===== src/rtl/lsia_pkg.sv =====
`timescale 1ns / 1ps
`default_nettype none

package lsia_pkg;

    localparam int SWITCH_W   = 64;
    localparam int MAC_W      = 48;
    localparam int PORT_W     = 32;
    localparam int ETYPE_W    = 16;
    localparam int IP_W       = 32;
    localparam int MATRIX_W   = 64;
    localparam int ACTION_W   = 3;
    localparam int HOST_IDX_W = 3;
    localparam int CFG_IDX_W  = 1;
    localparam int CFG_DATA_W = 64;

    localparam logic [ETYPE_W-1:0]    ETH_IPV4     = 16'h0800;
    localparam logic [ETYPE_W-1:0]    ETH_ARP      = 16'h0806;
    localparam logic [MAC_W-1:0]      MAC_BCAST    = 48'hFFFF_FFFF_FFFF;
    localparam logic [IP_W-1:0]       IP_NONE      = 32'h0000_0000;
    localparam logic [IP_W-1:0]       BASE_RESET   = 32'h0A00_0001;
    localparam logic [MATRIX_W-1:0]   MATRIX_RESET = 64'h0000_001C_0C1C_0E1F;

    typedef enum logic [CFG_IDX_W-1:0] {
        CFG_HOST_BASE = 1'b0,
        CFG_MATRIX    = 1'b1
    } t_cfg_idx;

    typedef enum logic [ACTION_W-1:0] {
        ACT_BCAST_SRC = 3'd0,
        ACT_NO_IP     = 3'd1,
        ACT_VIOLATION = 3'd2,
        ACT_UNICAST   = 3'd3,
        ACT_FLOOD     = 3'd4
    } t_action;

    typedef enum logic [1:0] {
        ST_IDLE,
        ST_LEARN,
        ST_LOOK
    } t_state;

    // control from the sequencer to the datapath
    typedef struct packed {
        logic hdr_ready;
        logic learn_en;
        logic key_is_src;
        logic load_out;
    } t_ctrl;

endpackage

`default_nettype wire


===== src/rtl/lsia_seq.sv =====
`timescale 1ns / 1ps
`default_nettype none

// Sequencer: learn, then lookup; loads the result once output is free.
module lsia_seq (
    input  wire logic          i_clk,
    input  wire logic          i_rst_n,
    input  wire logic          i_hdr_valid,
    input  wire logic          i_out_free,
    input  wire logic          i_src_bcast,
    output lsia_pkg::t_ctrl    o_ctrl
);

    lsia_pkg::t_state r_state;
    lsia_pkg::t_state n_state;
    logic             w_take;

    assign w_take = o_ctrl.hdr_ready && i_hdr_valid;

    always_ff @(posedge i_clk) begin
        if (!i_rst_n) begin
            r_state <= lsia_pkg::ST_IDLE;
        end else begin
            r_state <= n_state;
        end
    end

    always_comb begin
        n_state = r_state;
        case (r_state)
            lsia_pkg::ST_IDLE: begin
                if (w_take) n_state = lsia_pkg::ST_LEARN;
            end
            lsia_pkg::ST_LEARN: begin
                n_state = lsia_pkg::ST_LOOK;
            end
            lsia_pkg::ST_LOOK: begin
                if (i_out_free) n_state = w_take ? lsia_pkg::ST_LEARN : lsia_pkg::ST_IDLE;
            end
            default: begin
                n_state = lsia_pkg::ST_IDLE;
            end
        endcase
    end

    always_comb begin
        o_ctrl = '0;
        case (r_state)
            lsia_pkg::ST_IDLE: begin
                o_ctrl.hdr_ready = 1'b1;
            end
            lsia_pkg::ST_LEARN: begin
                o_ctrl.learn_en   = !i_src_bcast;
                o_ctrl.key_is_src = 1'b1;
            end
            lsia_pkg::ST_LOOK: begin
                o_ctrl.load_out  = i_out_free;
                o_ctrl.hdr_ready = i_out_free;
            end
            default: begin
                o_ctrl = '0;
            end
        endcase
    end

endmodule

`default_nettype wire


===== config.mk =====
export PLATFORM = sky130hd
export DESIGN_NAME = lsia_seq
export DESIGN_NICKNAME = d
export VERILOG_FILES = /design/src/rtl/lsia_pkg.sv /design/src/rtl/lsia_seq.sv
export SDC_FILE = /design/constraint.sdc
export NUM_CORES = 1
export LEC_CHECK = 0
export BUFFER_PORTS_ARGS = -buffer_cell sky130_fd_sc_hd__buf_2
export CAP_MARGIN = 20
export CORE_AREA = 2 2 39 41
export DETAILED_ROUTE_END_ITERATION = 6
export DIE_AREA = 0 0 41 43
export PLACE_DENSITY = 0.31
export SLEW_MARGIN = 5
export SYNTH_ARGS = -nofsm -noshare
export SYNTH_HDL_FRONTEND = slang
export SYNTH_SLANG_ARGS = --single-unit

===== constraint.sdc =====
create_clock -name i_clk -period 3.1 [get_ports i_clk]
set_clock_uncertainty 0.2 [all_clocks]
set_input_delay 0.62 -clock i_clk [delete_from_list [all_inputs] [get_ports i_clk]]
set_output_delay 0.62 -clock i_clk [all_outputs]
set_load 0.02 [all_outputs]

==> flow_summary.toml <==
[status]
status = "finished, final reports clean"

[layout]
stdcell_count = 38
drive_gt1_share_pct = 59.1
layout_commonest_cell = "buf_2"
layout_common_cells = "8 x buf_2, 3 x clkbuf_4, 2 x dfxtp_1"
reg_top3 = "r_state (2)"
largest-register = "r_state"
diodes = 0
fin_nets = 29
largest_reg_flops = 2
area_growth_syn_to_layout_pct = 64.5

[synthesis]
avgSynthCellArea_um2 = 9.70
ys_seq_area_share_pct = 34.4
synth_area_leaders = "dfxtp_1 34%, nor2b_4 12%, nor3b_2 11%, a211oi_1 6.5%, and2b_1 6.5%"
syn_area_um2 = 116
yosysWarnings = 0
yosysTopAreaCell = "dfxtp_1"
syn_nets = 17
synth-seq-cells = 2
synthesis.instances = 12
ys_types = 11
synthDominantCellAreaShare_pct = 34.4

[cts]
root_buffer = "clkbuf_4"
cts.sink_count = 2
post_cts_buffers = 0
cts_buffers = 3
cts_resized = 0
htreeDepth = 1
cts_tree = "done"
insertion_delay_ps = 220
cts_max_path_buffers = 2
clkTransAtPathRegs_ps = 30
cts_hold_buffers = 0

[sta]
relSlewSlack_pct = 86.7
setup_viol = 0
finalCriticalPeriod_ps = 1940
worst_pin_slew_ps = 199
hold_viol = 0
max_freq_ghz = 0.516
rsz0062_at_grt = "false"
slew_viol_final = 0
min_period_over_period_pct = 62.5
finalSetupTns_ps = 0

[floorplanning]
die_w_um = 41
boundaryPins = 9
dieHeight_um = 43
rows = 14
core_area_um2 = 1380
dieArea_um2 = 1760
initial_utilization_pct = 8.41

[drt]
viasPerCell = 3.11
drt_iter0_drc = 0
wl_per_cell_um = 7.50
vias = 118
drc = 0
ant_nets = 0
drt_wl_total_um = 285
first_pass_iters = 1

[setup_path]
required_ps = 2280
path_max_fanout = 3
arrival_ps = 1120
path_class = "primary input to output port"
end_kind = "output port"
cp-start-kind = "primary input"

[place]
place_congestion = 0.613
dp_cells = 35
port_buffers = 8
hpwlAfterDp_um = 228

[power]
leakagePower_nw = 0.0928
power_mw = 0.0996
p_per_area_nw_per_um2 = 521
ir_drop_mv = 0.139

[global_routing]
grt_pass1_wl_um = 565
track_usage_pct = 5.41
grt_max_degree = 6
grt_pass1_vias = 146
overflow = 0
antenna_found_initial = 0

[worst_hold_path]
hold_path_class = "flip-flop to flip-flop"

[run]
drv_cap = 0
-- where the power goes --
group / internal [mW] / switching, mW / leakage (nW) / total [mW]
Clock: 0.0425 / 0.0125 / 0.0138 / 0.0550
Sequential: 0.0275 / 0.00227 / 0.0165 / 0.0298
Combinational: 0.00714 / 0.00772 / 0.0625 / 0.0149
Total: 0.0772 / 0.0225 / 0.0928 / 0.0996
-- area by class of cell --
cell class	instances	area [um^2]
clock buffer	3	22.5
inverter	1	3.75
timing repair buffer	8	40.0
multi-input combinational	8	65.1
fill	156	1190
sequential	2	40.0
tap	16	20.0
-- cells in the mapped netlist --
cell	instances
o21a_1	1
dfxtp_1	2
inv_1	1
a211oi_1	1
and2b_1	1
nor3b_2	1
buf_4	1
nor3b_1	1
nand2_1	1
nor2b_4	1
a21oi_1	1
-- path summary, 6_finish.rpt --
kind                                         startpoint                 endpoint  slack [ps]  cells after the start
worst min-delay path            r_state[0]$_SDFFE_PN0P_  r_state[0]$_SDFFE_PN0P_         320                      1
worst max register to register  r_state[1]$_SDFFE_PN0P_  r_state[1]$_SDFFE_PN0P_        2110                      2
worst max-delay path                         i_out_free                o_ctrl[0]        1160                      4
worst min register to register  r_state[0]$_SDFFE_PN0P_  r_state[0]$_SDFFE_PN0P_         320                      1
-- critical path: stages --
cell and delay (ps):
buf_2 100, inv_1 60, nor3b_1 160, buf_2 190
-- kinds of logic (layout without fill, tap and decap cells) --
group | Yosys count | count (layout) | share of synthesized area (%)
compound gates | 3 | 3 | 17.2
flops | 2 | 2 | 34.4
simple gates | 5 | 5 | 38.7
buf+inv | 2 | 12 | 9.68
-- metrics by stage --
step                hold slack [ps]  area [um^2]  util [%]  setup slack (ps)
global route                    358          191      13.8              1080
global placement                318          169      12.2              1150
CTS                             322          191      13.8              1150
floorplan                       271          116         -              1100
finish                          318          191      13.8              1160
detailed placement              312          169      12.2              1160
-- metal layers --
metal | share of wire, % | wire [um] | track usage (%) | up-vias
met5 | 0 | 0 | 0 | -
met4 | 2.8 | 8 | 6.00 | 0
met3 | 18 | 51 | 6.28 | 2
met2 | 31 | 88 | 4.38 | 9
met1 | 48 | 136 | 6.07 | 46
li1 | - | - | - | 61
Note: power is estimated with default switching activity, not from simulation.
