[src/rtl/lsia_pkg.sv]
`timescale 1ns / 1ps
`default_nettype none

package lsia_pkg;

    localparam int SWITCH_W   = 64;
    localparam int MAC_W      = 48;
    localparam int PORT_W     = 32;
    localparam int ETYPE_W    = 16;
    localparam int IP_W       = 32;
    localparam int MATRIX_W   = 64;
    localparam int ACTION_W   = 3;
    localparam int HOST_IDX_W = 3;
    localparam int CFG_IDX_W  = 1;
    localparam int CFG_DATA_W = 64;

    localparam logic [ETYPE_W-1:0]    ETH_IPV4     = 16'h0800;
    localparam logic [ETYPE_W-1:0]    ETH_ARP      = 16'h0806;
    localparam logic [MAC_W-1:0]      MAC_BCAST    = 48'hFFFF_FFFF_FFFF;
    localparam logic [IP_W-1:0]       IP_NONE      = 32'h0000_0000;
    localparam logic [IP_W-1:0]       BASE_RESET   = 32'h0A00_0001;
    localparam logic [MATRIX_W-1:0]   MATRIX_RESET = 64'h0000_001C_0C1C_0E1F;

    typedef enum logic [CFG_IDX_W-1:0] {
        CFG_HOST_BASE = 1'b0,
        CFG_MATRIX    = 1'b1
    } t_cfg_idx;

    typedef enum logic [ACTION_W-1:0] {
        ACT_BCAST_SRC = 3'd0,
        ACT_NO_IP     = 3'd1,
        ACT_VIOLATION = 3'd2,
        ACT_UNICAST   = 3'd3,
        ACT_FLOOD     = 3'd4
    } t_action;

    typedef enum logic [1:0] {
        ST_IDLE,
        ST_LEARN,
        ST_LOOK
    } t_state;

    // control from the sequencer to the datapath
    typedef struct packed {
        logic hdr_ready;
        logic learn_en;
        logic key_is_src;
        logic load_out;
    } t_ctrl;

endpackage

`default_nettype wire

[src/rtl/lsia_cam_cell.sv]
`timescale 1ns / 1ps
`default_nettype none

// One table entry. Compares the shared key and merges its match into the
// chain that runs to the next cell; keys are unique, so at most one cell hits.
module lsia_cam_cell #(
    parameter int               IDX_W = 6,
    parameter logic [IDX_W-1:0] IDX   = '0
) (
    input  wire logic                          i_clk,
    input  wire logic                          i_we,
    input  wire logic                          i_valid,
    input  wire logic [lsia_pkg::SWITCH_W-1:0] i_wr_switch,
    input  wire logic [lsia_pkg::MAC_W-1:0]    i_wr_mac,
    input  wire logic [lsia_pkg::PORT_W-1:0]   i_wr_port,
    input  wire logic [lsia_pkg::SWITCH_W-1:0] i_key_switch,
    input  wire logic [lsia_pkg::MAC_W-1:0]    i_key_mac,
    input  wire logic                          i_hit_chain,
    input  wire logic [IDX_W-1:0]              i_idx_chain,
    input  wire logic [lsia_pkg::PORT_W-1:0]   i_port_chain,
    output logic                               o_hit_chain,
    output logic [IDX_W-1:0]                   o_idx_chain,
    output logic [lsia_pkg::PORT_W-1:0]        o_port_chain
);

    logic [lsia_pkg::SWITCH_W-1:0] r_switch;
    logic [lsia_pkg::MAC_W-1:0]    r_mac;
    logic [lsia_pkg::PORT_W-1:0]   r_port;
    logic                          w_hit;

    always_ff @(posedge i_clk) begin
        if (i_we) begin
            r_switch <= i_wr_switch;
            r_mac    <= i_wr_mac;
            r_port   <= i_wr_port;
        end
    end

    assign w_hit        = i_valid && (r_switch == i_key_switch) && (r_mac == i_key_mac);
    assign o_hit_chain  = i_hit_chain | w_hit;
    assign o_idx_chain  = i_idx_chain | (w_hit ? IDX : '0);
    assign o_port_chain = i_port_chain | (w_hit ? r_port : '0);

endmodule

`default_nettype wire

[config.mk]
export PLATFORM = sky130hd
export DESIGN_NAME = lsia_cam_cell
export DESIGN_NICKNAME = d
export VERILOG_FILES = /design/src/rtl/lsia_pkg.sv /design/src/rtl/lsia_cam_cell.sv
export SDC_FILE = /design/constraint.sdc
export NUM_CORES = 1
export LEC_CHECK = 0
export ABC_CLOCK_PERIOD_IN_PS = 2100
export CAP_MARGIN = 20
export CORE_AREA = 2 2 135 137
export DETAILED_ROUTE_END_ITERATION = 6
export DIE_AREA = 0 0 137 139
export DONT_BUFFER_PORTS = 1
export SYNTH_ARGS = -nofsm -noshare
export SYNTH_HDL_FRONTEND = slang
export SYNTH_SLANG_ARGS = --single-unit
[constraint.sdc]
create_clock -name i_clk -period 2.1 [get_ports i_clk]
set_input_delay 0.21 -clock i_clk [delete_from_list [all_inputs] [get_ports i_clk]]
set_output_delay 0.21 -clock i_clk [all_outputs]
set_load 0.005 [all_outputs]
==> impl_metrics.env <==
export IMPL_tns_ns=-20.85
export IMPL_dp_cells=709
export IMPL_maxCapViolCount=0
export IMPL_hold_viol_final=144
export IMPL_synthArstFlopShare=0
export IMPL_rows=49
export IMPL_max_freq_mhz=356
export IMPL_powerDensity_nw_per_um2=708
export IMPL_numClockSinks=144
export IMPL_setup_violations=33
export IMPL_wl_um=20700
export IMPL_syn_area_um2=6890
export IMPL_dp_slack_ns=-0.319
export IMPL_ant_nets=0
export IMPL_die_width_um=137
export IMPL_crit_type="reg2out"
export IMPL_dp_hpwl_um=13300
export IMPL_ys_ff_latch=144
export IMPL_syn_area_per_cell_um2=14.7
export IMPL_drv_slew=0
export IMPL_clk_pin_slew_worst_paths_ns=0.07
export IMPL_cts_tree="built"
export IMPL_setup_slack_ns=-0.712
export IMPL_postCtsHoldBufs=144
export IMPL_whs_path_depth=0
export IMPL_power_leakage_nw=4.06
export IMPL_utilization=0.578
export IMPL_die_area_um2=19000
export IMPL_status="finished, violations left"
export IMPL_drc=0
export IMPL_crit_arrival_ns=2.60
export IMPL_numCtsBuffers=17
export IMPL_globalplace_congestion=0.815
export IMPL_violations="hold timing, setup timing"
export IMPL_min_to="r_switch[60]"
export IMPL_syn2layout_area_growth_pct=48.2
export IMPL_antenna_found_initial=0
export IMPL_hold_path_class="in2reg"
export IMPL_timing_hold_ws_ns=-0.0993
export IMPL_drive_gt1_frac=0.206
export IMPL_maxSlewHeadroom=0.698
export IMPL_crit_fanout=7
export IMPL_grt_usage=0.213
export IMPL_end_kind="output port"
export IMPL_port_buffers=0
export IMPL_syn_num_nets=766
export IMPL_rsz0062_at_grt="yes"
export IMPL_grt_pass1_wl_um=29700
export IMPL_drt_initial_drc_count=227
export IMPL_synth_flop_cell="edfxtp_1"
export IMPL_peakVddDrop_v=0.000590
export IMPL_ios=337
export IMPL_cp_required_ns=1.89
export IMPL_overflow=0
export IMPL_cts_root_buf="clkbuf_16"
export IMPL_start_kind="register"
export IMPL_clockBufferDepth=2
export IMPL_ys_types=30
export IMPL_nNetsFinal=961
export IMPL_fin_cells=905
export IMPL_yosysWarnings=0
export IMPL_min_period_ns=2.81
export IMPL_viasPerCell=5.30
export IMPL_fin_crit_sh=1.34
export IMPL_vias=4794
export IMPL_coreArea_um2=17700
export IMPL_firstDrtPassIters=4
export IMPL_first_global_vias=5409
export IMPL_synth_seq_area_share=0.628
export IMPL_h_tree_depth=4
export IMPL_tightestPinTransition_ns=0.452
export IMPL_start_util=0.390
export IMPL_antennaDiodeCount=0
export IMPL_total_power_mw=7.23
export IMPL_die_height_um=139
export IMPL_final_cell_area_um2=10200
export IMPL_worstHoldStart="i_we"
export IMPL_synth_edff_count=144
export IMPL_placed_area_um2=7380
export IMPL_wl_per_cell_um=22.8
export IMPL_synth_cells=468
export IMPL_grt_max_degree=145
==> sequential cells by signal (all words and copies together) (netlist names) <==
name,flops
r_switch,64
r_mac,48
r_port,32
==> per-layer routing <==
metal	part of all wire	up-vias	wire length, um	global-route usage
li1	-	2184	-	-
met1	0.36	2316	7350	0.223
met2	0.53	249	10900	0.381
met3	0.087	45	1790	0.0844
met4	0.030	0	612	0.0792
met5	0	-	0	0
==> synth_stat cells (2+ instances only) <==
| library cell | number | area share |
|---|---|---|
| nand4_1 | 45 | 0.041 |
| o41ai_1 | 2 | 0.0025 |
| o22ai_1 | 7 | 0.0064 |
| buf_6 | 6 | 0.0098 |
| nor2b_1 | 29 | 0.026 |
| o41ai_2 | 31 | 0.073 |
| nand3_1 | 2 | 0.0015 |
| nand2b_1 | 21 | 0.019 |
| nor4_1 | 6 | 0.0055 |
| xnor2_1 | 51 | 0.065 |
| a2111o_1 | 10 | 0.016 |
| edfxtp_1 | 144 | 0.63 |
| inv_1 | 58 | 0.032 |
| o221ai_1 | 2 | 0.0025 |
| buf_2 | 9 | 0.0065 |
| nor4_2 | 4 | 0.0073 |
| o2111ai_1 | 7 | 0.0089 |
| buf_1 | 3 | 0.0016 |
| xor2_1 | 14 | 0.018 |
| nor4_4 | 2 | 0.0062 |
| buf_4 | 6 | 0.0065 |
==> critical path: stages (launching register included) <==
cell and delay [ns]:
edfxtp_1 0.38, nor2b_1 0.14, a2111o_1 0.44, nor4_4 0.30, buf_6 0.16, buf_12 0.13, nand4_1 0.12, o41ai_2 0.33
buf_4 0.17
==> what timing repair did <==
action                     4_1_cts  5_1_grt
setup endpoints to repair       33       33
cloned                           8        0
pin swaps                       12        8
hold endpoints to repair       288      144
resized for setup               46       11
setup buffers                   11        1
==> layout by cell type, fill, tap and decap left out, types with 14 or more instances in the layout <==
| cell | count |
|---|---|
| xor2_1 | 14 |
| nand2b_1 | 21 |
| clkbuf_16 | 17 |
| inv_1 | 58 |
| dlygate4sd3_1 | 144 |
| xnor2_1 | 50 |
| nor2b_1 | 27 |
| o41ai_4 | 31 |
| edfxtp_1 | 144 |
| buf_4 | 34 |
| nand4_1 | 45 |
==> power breakdown <==
| part | internal, mW | switching (mW) |
|---|---|---|
| combinational | 0.469 | 0.280 |
| clock | 1.67 | 1.30 |
| sequential | 3.42 | 0.0976 |
==> cell families after synthesis <==
| kind of cell | Yosys count | share of synthesized area |
|---|---|---|
| XOR/XNOR | 65 | 0.0827 |
| flip-flops | 144 | 0.628 |
| AND/OR/NAND/NOR | 115 | 0.117 |
| AO/OA/AOI/OAI | 62 | 0.117 |
| buffers and inverters | 82 | 0.0561 |
==> worst max-delay path by stage <==
stage / slack, ns / startpoint / cells past startpoint / endpoint
floorplan: 0.04 / r_switch[37] / 6 / o_port_chain[10]
detailed placement: -0.32 / r_switch[62] / 8 / o_port_chain[31]
finish: -0.71 / r_mac[1] / 8 / o_port_chain[5]
global route: -0.77 / r_switch[37] / 7 / o_port_chain[8]
CTS: -0.68 / r_switch[37] / 7 / o_port_chain[9]
global placement: -0.30 / r_switch[62] / 8 / o_port_chain[0]
==> final cells by class <==
cell class                      instances  area [um^2]
Fill cell                            1364         7450
Inverter                               58          218
Multi-Input combinational cell        242         2630
Tap cell                              229          287
Sequential cell                       144         4320
Clock inverter                         15          151
Timing Repair Buffer                  200         2180
Clock buffer                           17          425
No activity file was read; power rests on OpenSTA's default activity.
